### src/hdl/perbr_pkg.sv
package perbr_pkg;

  // Result status codes reported with every input word.
  typedef enum logic [2:0] {
    ST_HEADER    = 3'd0,
    ST_SKIP      = 3'd1,
    ST_FIXUP     = 3'd2,
    ST_ZERO_END  = 3'd3,
    ST_BAD_TYPE  = 3'd4,
    ST_MALFORMED = 3'd5,
    ST_IGNORED   = 3'd6
  } status_t;

  // Patch width codes.
  typedef enum logic [1:0] {
    FW_16 = 2'd0,
    FW_32 = 2'd1,
    FW_64 = 2'd2
  } width_t;

  // Relocation entry types that the engine understands.
  localparam logic [3:0] RT_ABSOLUTE = 4'd0;
  localparam logic [3:0] RT_HIGH     = 4'd1;
  localparam logic [3:0] RT_LOW      = 4'd2;
  localparam logic [3:0] RT_HIGHLOW  = 4'd3;
  localparam logic [3:0] RT_DIR64    = 4'd10;

  // Configuration register indexes.
  localparam logic CFG_IMAGE_DELTA = 1'b0;
  localparam logic CFG_DIR_BYTES   = 1'b1;

  // Size of a block header in bytes.
  localparam logic [31:0] HEADER_BYTES = 32'd8;

  // One result item.
  typedef struct packed {
    status_t     status;
    logic [32:0] fixup_address;
    width_t      fixup_width;
    logic [63:0] addend;
    logic        directory_done;
  } res_t;

endpackage

### src/hdl/perbr_parse.sv
module perbr_parse
  import perbr_pkg::*;
(
  input  logic        clk,
  input  logic        rst,
  input  logic        accept,
  input  logic [15:0] word,
  input  logic        first,
  input  logic [63:0] image_delta,
  input  logic [31:0] directory_bytes,
  output res_t        res
);

  typedef enum logic [2:0] {
    PH_IDLE,
    PH_H0,
    PH_H1,
    PH_H2,
    PH_H3,
    PH_ENTRY
  } phase_t;

  phase_t      phase;
  phase_t      phase_next;
  logic [31:0] page_address;
  logic [31:0] page_address_next;
  logic [15:0] header_low_half;
  logic [15:0] header_low_half_next;
  logic [30:0] entries_left;
  logic [30:0] entries_left_next;
  logic [32:0] bytes_consumed;
  logic [32:0] bytes_consumed_next;

  phase_t      phase_cur;
  logic [30:0] entries_cur;
  logic [32:0] bytes_cur;
  logic [33:0] bytes_sum;
  logic [32:0] bytes_add;
  logic        dir_end;
  logic [31:0] block_size;
  logic [31:0] size_body;
  logic [3:0]  entry_type;
  logic [11:0] entry_offset;
  logic [30:0] entries_dec;

  // A first word restarts the parse before the word itself is decoded.
  always_comb begin
    if (first) begin
      phase_cur   = (directory_bytes == 32'd0) ? PH_IDLE : PH_H0;
      entries_cur = '0;
      bytes_cur   = '0;
    end else begin
      phase_cur   = phase;
      entries_cur = entries_left;
      bytes_cur   = bytes_consumed;
    end
  end

  // Byte count with saturation, and the end-of-directory test at a block boundary.
  assign bytes_sum    = {1'b0, bytes_cur} + 34'd2;
  assign bytes_add    = bytes_sum[33] ? '1 : bytes_sum[32:0];
  assign dir_end      = bytes_add >= {1'b0, directory_bytes};
  assign block_size   = {word, header_low_half};
  assign size_body    = block_size - HEADER_BYTES;
  assign entry_type   = word[15:12];
  assign entry_offset = word[11:0];
  assign entries_dec  = entries_cur - 31'd1;

  // Decode of the current word and the next parser state.
  always_comb begin
    phase_next           = phase_cur;
    page_address_next    = page_address;
    header_low_half_next = header_low_half;
    entries_left_next    = entries_cur;
    bytes_consumed_next  = bytes_cur;
    res                  = '0;
    res.status           = ST_IGNORED;
    res.fixup_width      = FW_16;
    case (phase_cur)
      PH_H0: begin
        header_low_half_next = word;
        bytes_consumed_next  = bytes_add;
        res.status           = ST_HEADER;
        phase_next           = PH_H1;
      end
      PH_H1: begin
        page_address_next   = {word, header_low_half};
        bytes_consumed_next = bytes_add;
        res.status          = ST_HEADER;
        phase_next          = PH_H2;
      end
      PH_H2: begin
        header_low_half_next = word;
        bytes_consumed_next  = bytes_add;
        res.status           = ST_HEADER;
        phase_next           = PH_H3;
      end
      PH_H3: begin
        bytes_consumed_next = bytes_add;
        if (block_size == 32'd0) begin
          res.status         = ST_ZERO_END;
          res.directory_done = 1'b1;
          phase_next         = PH_IDLE;
        end else if (block_size < HEADER_BYTES) begin
          res.status = ST_MALFORMED;
          phase_next = PH_IDLE;
        end else begin
          res.status        = ST_HEADER;
          entries_left_next = size_body[31:1];
          if (size_body[31:1] == 31'd0) begin
            res.directory_done = dir_end;
            phase_next         = dir_end ? PH_IDLE : PH_H0;
          end else begin
            phase_next = PH_ENTRY;
          end
        end
      end
      PH_ENTRY: begin
        bytes_consumed_next = bytes_add;
        if (entry_type == RT_ABSOLUTE || entry_type == RT_HIGH || entry_type == RT_LOW ||
            entry_type == RT_HIGHLOW || entry_type == RT_DIR64) begin
          if (entry_type == RT_ABSOLUTE) begin
            res.status = ST_SKIP;
          end else begin
            res.status        = ST_FIXUP;
            res.fixup_address = {1'b0, page_address} + {21'd0, entry_offset};
          end
          case (entry_type)
            RT_HIGH: begin
              res.fixup_width = FW_16;
              res.addend      = {48'd0, image_delta[31:16]};
            end
            RT_LOW: begin
              res.fixup_width = FW_16;
              res.addend      = {48'd0, image_delta[15:0]};
            end
            RT_HIGHLOW: begin
              res.fixup_width = FW_32;
              res.addend      = {32'd0, image_delta[31:0]};
            end
            RT_DIR64: begin
              res.fixup_width = FW_64;
              res.addend      = image_delta;
            end
            default: begin
              res.fixup_width = FW_16;
              res.addend      = '0;
            end
          endcase
          entries_left_next = entries_dec;
          if (entries_dec == 31'd0) begin
            res.directory_done = dir_end;
            phase_next         = dir_end ? PH_IDLE : PH_H0;
          end
        end else begin
          res.status        = ST_BAD_TYPE;
          phase_next        = PH_IDLE;
          entries_left_next = '0;
        end
      end
      default: begin
        res.status = ST_IGNORED;
      end
    endcase
  end

  // Parser state advances once per accepted word.
  always_ff @(posedge clk) begin
    if (rst) begin
      phase           <= PH_IDLE;
      page_address    <= '0;
      header_low_half <= '0;
      entries_left    <= '0;
      bytes_consumed  <= '0;
    end else if (accept) begin
      phase           <= phase_next;
      page_address    <= page_address_next;
      header_low_half <= header_low_half_next;
      entries_left    <= entries_left_next;
      bytes_consumed  <= bytes_consumed_next;
    end
  end

endmodule

### src/hdl/perbr_out_reg.sv
module perbr_out_reg
  import perbr_pkg::*;
(
  input  logic clk,
  input  logic rst,
  input  logic load,
  input  res_t res_in,
  input  logic out_ready,
  output logic out_valid,
  output res_t res_out
);

  // Result register: loads on every accepted word, empties when taken.
  always_ff @(posedge clk) begin
    if (rst) begin
      out_valid <= 1'b0;
    end else if (load) begin
      out_valid <= 1'b1;
    end else if (out_ready) begin
      out_valid <= 1'b0;
    end
  end

  always_ff @(posedge clk) begin
    if (load) begin
      res_out <= res_in;
    end
  end

endmodule

### src/hdl/pe_base_relocation_engine_core.sv
// PE/COFF base relocation engine.
// Input channel (in_valid/in_ready) carries the relocation directory as 16-bit
// words; a word with first set restarts the parse at a new directory. Each
// accepted word produces exactly one result transaction on the output channel
// (out_valid/out_ready): a header acknowledgment, a skip, a fixup command
// (address, width, addend), an end marker, or an error status.
// Configuration: write image_delta and directory_bytes through cfg_write,
// cfg_index and cfg_data while no transaction is in flight.
// out_valid rises in the cycle after input acceptance. Throughput is one word
// per cycle while the receiver keeps up: the decode and the byte-count add sit
// between the parser state registers and the result register.
// in_ready is high whenever the result register is empty or being taken in
// the same cycle, so a stalled receiver holds the result and stops input
// after one pending result.
// Reset clears the parser to idle, the configuration registers to zero and
// drops out_valid; words are ignored until one arrives with first set.
module pe_base_relocation_engine_core
  import perbr_pkg::*;
(
  input  logic        clk,
  input  logic        rst,
  input  logic        cfg_write,
  input  logic        cfg_index,
  input  logic [63:0] cfg_data,
  input  logic        in_valid,
  output logic        in_ready,
  input  logic [15:0] word,
  input  logic        first,
  output logic        out_valid,
  input  logic        out_ready,
  output logic [2:0]  status,
  output logic [32:0] fixup_address,
  output logic [1:0]  fixup_width,
  output logic [63:0] addend,
  output logic        directory_done
);

  logic [63:0] image_delta;
  logic [31:0] directory_bytes;
  logic        in_accept;
  res_t        res_comb;
  res_t        res_reg;

  // Configuration registers.
  always_ff @(posedge clk) begin
    if (rst) begin
      image_delta     <= '0;
      directory_bytes <= '0;
    end else if (cfg_write) begin
      case (cfg_index)
        CFG_IMAGE_DELTA: image_delta     <= cfg_data;
        CFG_DIR_BYTES:   directory_bytes <= cfg_data[31:0];
        default:         image_delta     <= image_delta;
      endcase
    end
  end

  // Input is taken whenever the result register can accept a new result.
  assign in_ready  = !out_valid || out_ready;
  assign in_accept = in_valid && in_ready;

  perbr_parse u_parse (
    .clk             (clk),
    .rst             (rst),
    .accept          (in_accept),
    .word            (word),
    .first           (first),
    .image_delta     (image_delta),
    .directory_bytes (directory_bytes),
    .res             (res_comb)
  );

  perbr_out_reg u_out_reg (
    .clk       (clk),
    .rst       (rst),
    .load      (in_accept),
    .res_in    (res_comb),
    .out_ready (out_ready),
    .out_valid (out_valid),
    .res_out   (res_reg)
  );

  assign status         = res_reg.status;
  assign fixup_address  = res_reg.fixup_address;
  assign fixup_width    = res_reg.fixup_width;
  assign addend         = res_reg.addend;
  assign directory_done = res_reg.directory_done;

  // Every accepted word yields a pending result in the next cycle.
  assert property (@(posedge clk) disable iff (rst)
    in_valid && in_ready |=> out_valid)
    else $error("accepted word produced no result");

  // The directory only ends at a block boundary, never on an error or an ignored word.
  assert property (@(posedge clk) disable iff (rst)
    out_valid && directory_done |->
      (status != ST_BAD_TYPE && status != ST_MALFORMED && status != ST_IGNORED))
    else $error("directory end reported with an error or ignored status");

  // Fixup payload fields are zero unless the result is a fixup.
  assert property (@(posedge clk) disable iff (rst)
    out_valid && status != ST_FIXUP |->
      (fixup_address == 33'd0 && fixup_width == FW_16 && addend == 64'd0))
    else $error("fixup fields set on a non-fixup result");

  // A result never appears in the cycle after reset.
  assert property (@(posedge clk)
    $past(rst) |-> !out_valid)
    else $error("result valid right after reset");

endmodule
### config.mk
export PLATFORM = sky130hd
export DESIGN_NAME = pe_base_relocation_engine_core
export DESIGN_NICKNAME = d
export VERILOG_FILES = /design/src/hdl/perbr_pkg.sv /design/src/hdl/perbr_parse.sv /design/src/hdl/perbr_out_reg.sv /design/src/hdl/pe_base_relocation_engine_core.sv
export SDC_FILE = /design/constraint.sdc
export NUM_CORES = 1
export LEC_CHECK = 0
export ABC_CLOCK_PERIOD_IN_PS = 9290
export BUFFER_PORTS_ARGS = -buffer_cell sky130_fd_sc_hd__buf_2
export CAP_MARGIN = 20
export CORE_UTILIZATION = 60
export DETAILED_ROUTE_END_ITERATION = 12
export GPL_TIMING_DRIVEN = 0
export PLACE_DENSITY = 0.81
export SLEW_MARGIN = 20
export SYNTH_ARGS = -nofsm -noshare
export SYNTH_HDL_FRONTEND = slang
export SYNTH_SLANG_ARGS = --single-unit
export TNS_END_PERCENT = 5
### constraint.sdc
create_clock -name clk -period 9.29 [get_ports clk]
set_input_delay 1.3935 -clock clk [delete_from_list [all_inputs] [get_ports clk]]
set_output_delay 1.3935 -clock clk [all_outputs]
set_load 0.01 [all_outputs]
* After elaboration in Yosys (flattened, before gate mapping)
Cells that the tools add are included.
** Cells by class
- Equal/unequal tests :: 9
- $lt $le $gt $ge :: 2
- Multiply operators :: 0
- Bitwise gates (word level) :: 3
- Muxes and demuxes :: 31
- Reductions and logical operators :: 22
- Div/mod/pow operators :: 0
- Shifts and indexed selects :: 0
- Add/subtract/negate cells :: 4
** Operators by type and width (number)
- $pmux 66 s4 :: 1
- $mux 31 :: 4
- $mux 33 :: 3
- $logic_not 32->1 :: 2
- $logic_not 31->1 :: 2
- $pmux 31 s2 :: 1
- $add 33x2->34 const B :: 1
- $add 32x12->33 :: 1
- $ge 33x32->1 :: 1
- $lt 32x4->1 const B :: 1
- $sub 32x4->32 const B :: 1
- $sub 31x1->31 const B :: 1
- $mux 3 :: 9
- $pmux 3 s5 :: 1
- $reduce_and 2->1 :: 5
- $mux 1 :: 9
- $pmux 3 s3 :: 1
- $eq 4x2->1 const B :: 2
- $eq 3x2->1 const B :: 2
- $eq 3x3->1 const B :: 2
- $reduce_or 3->1 :: 2
- $logic_or 1x1->1 :: 5
- $reduce_or 5->1 :: 1
- $eq 4x1->1 const B :: 1
- 10 further kinds :: 12
** Word-level totals
- Register bits :: 315
- Latch bits :: 0
- Logic and storage cells :: 84
- Output and inout port bits :: 105
- Bits in read-only memories :: 0
- Memories kept :: 0
- Input bits :: 87
- Memory bits (writable) :: 0

* Depth between registers and ports, before layout
- Depth after elaboration :: 9
- Depth in mapped cells :: 23
- Mapped depth without buffers :: 17

* Hierarchy
Synthesis repeated with hierarchy kept, for this count alone.
** Unflattened totals
- Cells, all modules :: 1816
- Area total of the unflattened synthesis :: 16638.5 µm²
** Modules (own cells, without submodules)
- perbr_parse :: area each 9419.0 µm², cells each 1320, instances 1, seq. area each 2302.2 µm²
- pe_base_relocation_engine_core :: area each 4087.7 µm², cells each 389, instances 1, seq. area each 1921.8 µm²
- perbr_out_reg :: area each 3131.8 µm², cells each 107, instances 1, seq. area each 3113.0 µm²

* Least setup slack after synthesis
OpenSTA, ideal clock, no wires.
- Kind :: input port to flip-flop
- Start :: in first
- End :: reg u_out_reg.res_out[0] in the netlist's numbering, data pin
- Buffers on the path :: 6
- Required time :: 9.020 ns
- Library setup time :: 0.270 ns
- Arrival :: 5.594 ns
- Cell stages on the path :: 23
- Path slack :: 3.427 ns
- Cell sequence :: buf_2 clkbuf_1 clkbuf_1 buf_1 clkbuf_1 nor2b_1 ha_1 nand4_1 nor4_1 nand4_1 nor2_1 nand2_1 clkbuf_1 o21ai_0 ha_1 a21oi_1 o21ai_0 nor3_1 a21oi_1 o21ai_0 o211a_1 o31a_1 o21ai_0
** RTL lines
- start: declaration :: line pe_base_relocation_engine_core.sv:28 : input logic first,
- end signal: assignment :: line perbr_out_reg.sv:26 : res_out <= res_in;
- end: declaration :: line perbr_out_reg.sv:10 : output res_t res_out

==> summary.txt <==
Synth
  • Post-synthesis async set-or-reset flop share: 0
  • Most numerous cell in the Yosys netlist: nand2_1
  • Register area share after synthesis: 0.450
  • Cells after synthesis: 1932
  • Yosys reg bits: 315
  • Synth Flop Type: dfxtp_1
  • Post-synth top area cell: dfxtp_1
  • Number of synthesized flops with an enable pin: 103
  • Synth Warn #: 0
  • Mapped Area: 0.0163 mm^2
  • Mapped Nets: 2069
  • Leading post-synthesis cells by cell area: dfxtp_1 26%, edfxtp_1 19%, nand2_1 8.4%, a21oi_1 5.8%, ha_1 3.8%
  • Synth top area share: 0.260
  • Avg Inst Size Synth: 8.45 um^2
  • Commonest cells post-synth: 363 x nand2_1, 212 x dfxtp_1, 190 x a21oi_1
  • Synth cell types: 76

Critical path
  • Worst path depth: 24
  • Setup crit start: first
  • CP Cell Sequence: buf_2 -> buf_2 -> clkbuf_1 -> clkbuf_1 -> buf_1 -> clkbuf_1 -> nor2b_1 -> ha_1 -> nand4_1 -> nor4_1 -> nand4_1 -> nor2_1 -> nand2_1 -> clkbuf_1 -> o21ai_0 -> ha_1 -> a21oi_1 -> o21ai_0 -> nor3_1 -> a21oi_1 -> o21ai_0 -> o211a_1 -> o31a_1 -> o21ai_0
  • Path type of the worst setup path: in2reg
  • CP max stage cell: nor4_1
  • Worst Setup EP: u_out_reg.res_out[0]
  • Crit. End Element: flop
  • Crit path launch type: input pin
  • WP buf/inv: 7
  • Reg2Reg Depth: 18
  • CP Data Arrival Time: 8.10 ns
  • Reg-to-reg startpoint: u_parse.bytes_consumed[1]
  • Slowest stage delay, CP: 0.73 ns
  • R2R Setup Slk: ~3.8 ns
  • Critical path's top delay family: simple AND/OR/NAND/NOR gates
  • Reg-to-Reg End: u_out_reg.res_out[0]
  • Worst-path fanout max: 10
  • Worst path required time: 9.51 ns

Job
  • # Max-Cap Violations: 0

Finish
  • FILL cells: 2081
  • Area occupied by multi-input gates: 0.00829 mm^2
  • Non-Filler Instances: 2519
  • End-of-flow core utilization: 0.716
  • Final-stage net count: 2294
  • Share of layout cells above drive strength 1: 0.128
  • Sequential cell area: 0.00734 mm^2
  • Syn-to-layout area delta: 15.6%

Pwr
  • Leak pwr: between 7 and 8 nW
  • Peak supply drop: 0.151 mV
  • Final Power: around 3.3 mW
  • Power per cell area: 174 mW/mm^2

Floorplan
  • Die ar.: 0.0279 mm^2
  • Die width: roughly 170 um
  • Floorplan row count: 59
  • # IOs: approximately 190
  • Area of the core: between 0.02 and 0.03 mm^2
  • Die Height: 167 um
  • Starting Density: 0.619

Global route
  • Gr usage total: 0.355
  • First-pass GRT wire length: 78500 um
  • Initial antenna violation count: 1
  • Vias in the first global route: 14500
  • Total global routing overflow: 0
  • Largest net degree at the start of global routing: 37

Place
  • Routability-driven placement congestion ratio: roughly 0.98
  • Port bufs: 186
  • Placed Cells: ~2500
  • Post-detail-place hpwl: roughly 37000 um

Clock tree
  • CTS Hold Buffers Added: 0
  • Worst skew pair latency: 0.53 ns
  • TritonCTS clock tree: yes
  • Longest Clk Path Bufs: 3
  • CTS sink cnt: ~320
  • Root Driver: clkbuf_16
  • Setup Fix Bufs, Post-CTS: 0
  • Post-CTS Resized: 0
  • H-tree levels: 2
  • Cts bufs inserted: 34
  • Reg clk slew, reported paths: about 0.060 ns

STA
  • Worst slew margin: 0.385
  • Setup TNS: 0 ns
  • Fmax: 127 MHz
  • Hold Violations, Final: 0
  • Min Tclk post-route: 7.88 ns
  • Clock Skews: 0.0173 ns
  • Final slew viol count: 0
  • Worst slew pin tran: roughly 0.92 ns
  • Unrepaired setup endpoints after global routing: no
  • Final Setup Violations: 0
  • Final period util: 0.849

Route
  • Routed Wire Length: 50300 um
  • Via density: 6.18
  • Drc violations: 0
  • Wirelength per Cell: 20.0 um
  • Initial DRC count: between 1500 and 2000
  • Antenna Nets Post-Route: 0
  • Via count: 15600
  • Drt pass-1 iters: 5

Worst hold path
  • Min-Delay Path Class: reg2reg

Run status
  • Outcome: finished, final reports clean
[cell usage in the layout, fill, tap and decap left out, drive strengths merged, types with 44 or more instances in the layout]
cell type	Yosys	layout
xnor2	48	48
nand2	363	363
a21oi	190	190
nor2	163	163
dfxtp	212	212
o21ai	71	71
and2	54	54
nor3	44	44
ha	49	49
edfxtp	103	103
a22oi	52	52
buf	19	208
clkbuf	110	159
inv	54	56
[sequential cells by signal, summed over array words and instances, names as in the netlist]
| signal | cells |
|---|---|
| directory_bytes | 32 |
| image_delta | 64 |
| u_out_reg.out_valid | 1 |
| u_out_reg.res_out | 103 |
| u_parse.bytes_consumed | 33 |
| u_parse.entries_left | 31 |
| u_parse.header_low_half | 16 |
| u_parse.page_address | 32 |
| u_parse.phase | 3 |
[routing by layer]
metal	track usage	part of all wire
met3	0.0447	0.087
met2	0.573	0.45
met5	0	0
met4	0.131	0.036
met1	0.487	0.42
[area by class of cell]
| type | count | share of cell area |
|---|---|---|
| clock buffers | 49 | 0.0508 |
| well taps | 335 | 0.0222 |
| clock inverters | 13 | 0.00869 |
| diodes | 1 | 0.000133 |
| flip-flops and latches | 315 | 0.389 |
| inverters | 54 | 0.0107 |
| multi-input cells | 1434 | 0.439 |
| repair buffers | 189 | 0.0525 |
| plain buffers | 129 | 0.0269 |
[per-stage QoR]
step	cell area [um^2]	hold slack (ns)	setup WS, ns
after global routing	18900	0.466	1.09
after CTS	18900	0.452	1.68
after global placement	17700	0.437	1.06
after floorplan	16300	0.432	3.43
final	18900	0.449	1.41
after detailed placement	17700	0.444	1.15
[worst register-to-register path, delay by kind of cell, from the launching register on]
| family | cells | cell delay, ns |
|---|---|---|
| AO/OA/AOI/OAI | 8 | 1.53 |
| adder cells (fa/ha/maj) | 2 | 0.64 |
| AND/OR/NAND/NOR | 7 | 2.37 |
| buffers and inverters | 1 | 0.27 |
| flip-flops | 1 | 0.36 |
[where the power goes]
part | internal, mW | switching, mW
combinational | 0.139 | 0.282
clock | 0.810 | 0.563
sequential | 1.47 | 0.0285
total | 2.42 | 0.874
[cell families (layout without fill, tap and decap cells)]
family | Yosys count | after routing | synth area share
XOR/XNOR | 77 | 77 | 0.0413
flip-flops | 315 | 315 | 0.450
multiplexers | 22 | 22 | 0.0137
AND/OR/NAND/NOR | 858 | 858 | 0.254
buffers and inverters | 183 | 434 | 0.0434
AO/OA/AOI/OAI | 427 | 427 | 0.159
other | 0 | 1 | 0
adder cells (fa/ha/maj) | 50 | 50 | 0.0388
[worst min path at each step]
stage | slack, ns | end | depth (start not counted) | start
2_1_floorplan | 0.43 | image_delta[32] | 2 | image_delta[32]
3_3_place_gp | 0.44 | image_delta[52] | 2 | image_delta[52]
3_5_place_dp | 0.44 | image_delta[42] | 2 | image_delta[42]
4_1_cts | 0.45 | image_delta[42] | 2 | image_delta[42]
5_1_grt | 0.47 | image_delta[42] | 2 | image_delta[42]
6_report | 0.45 | image_delta[41] | 2 | image_delta[41]
Note: power is estimated with default switching activity, not from simulation.
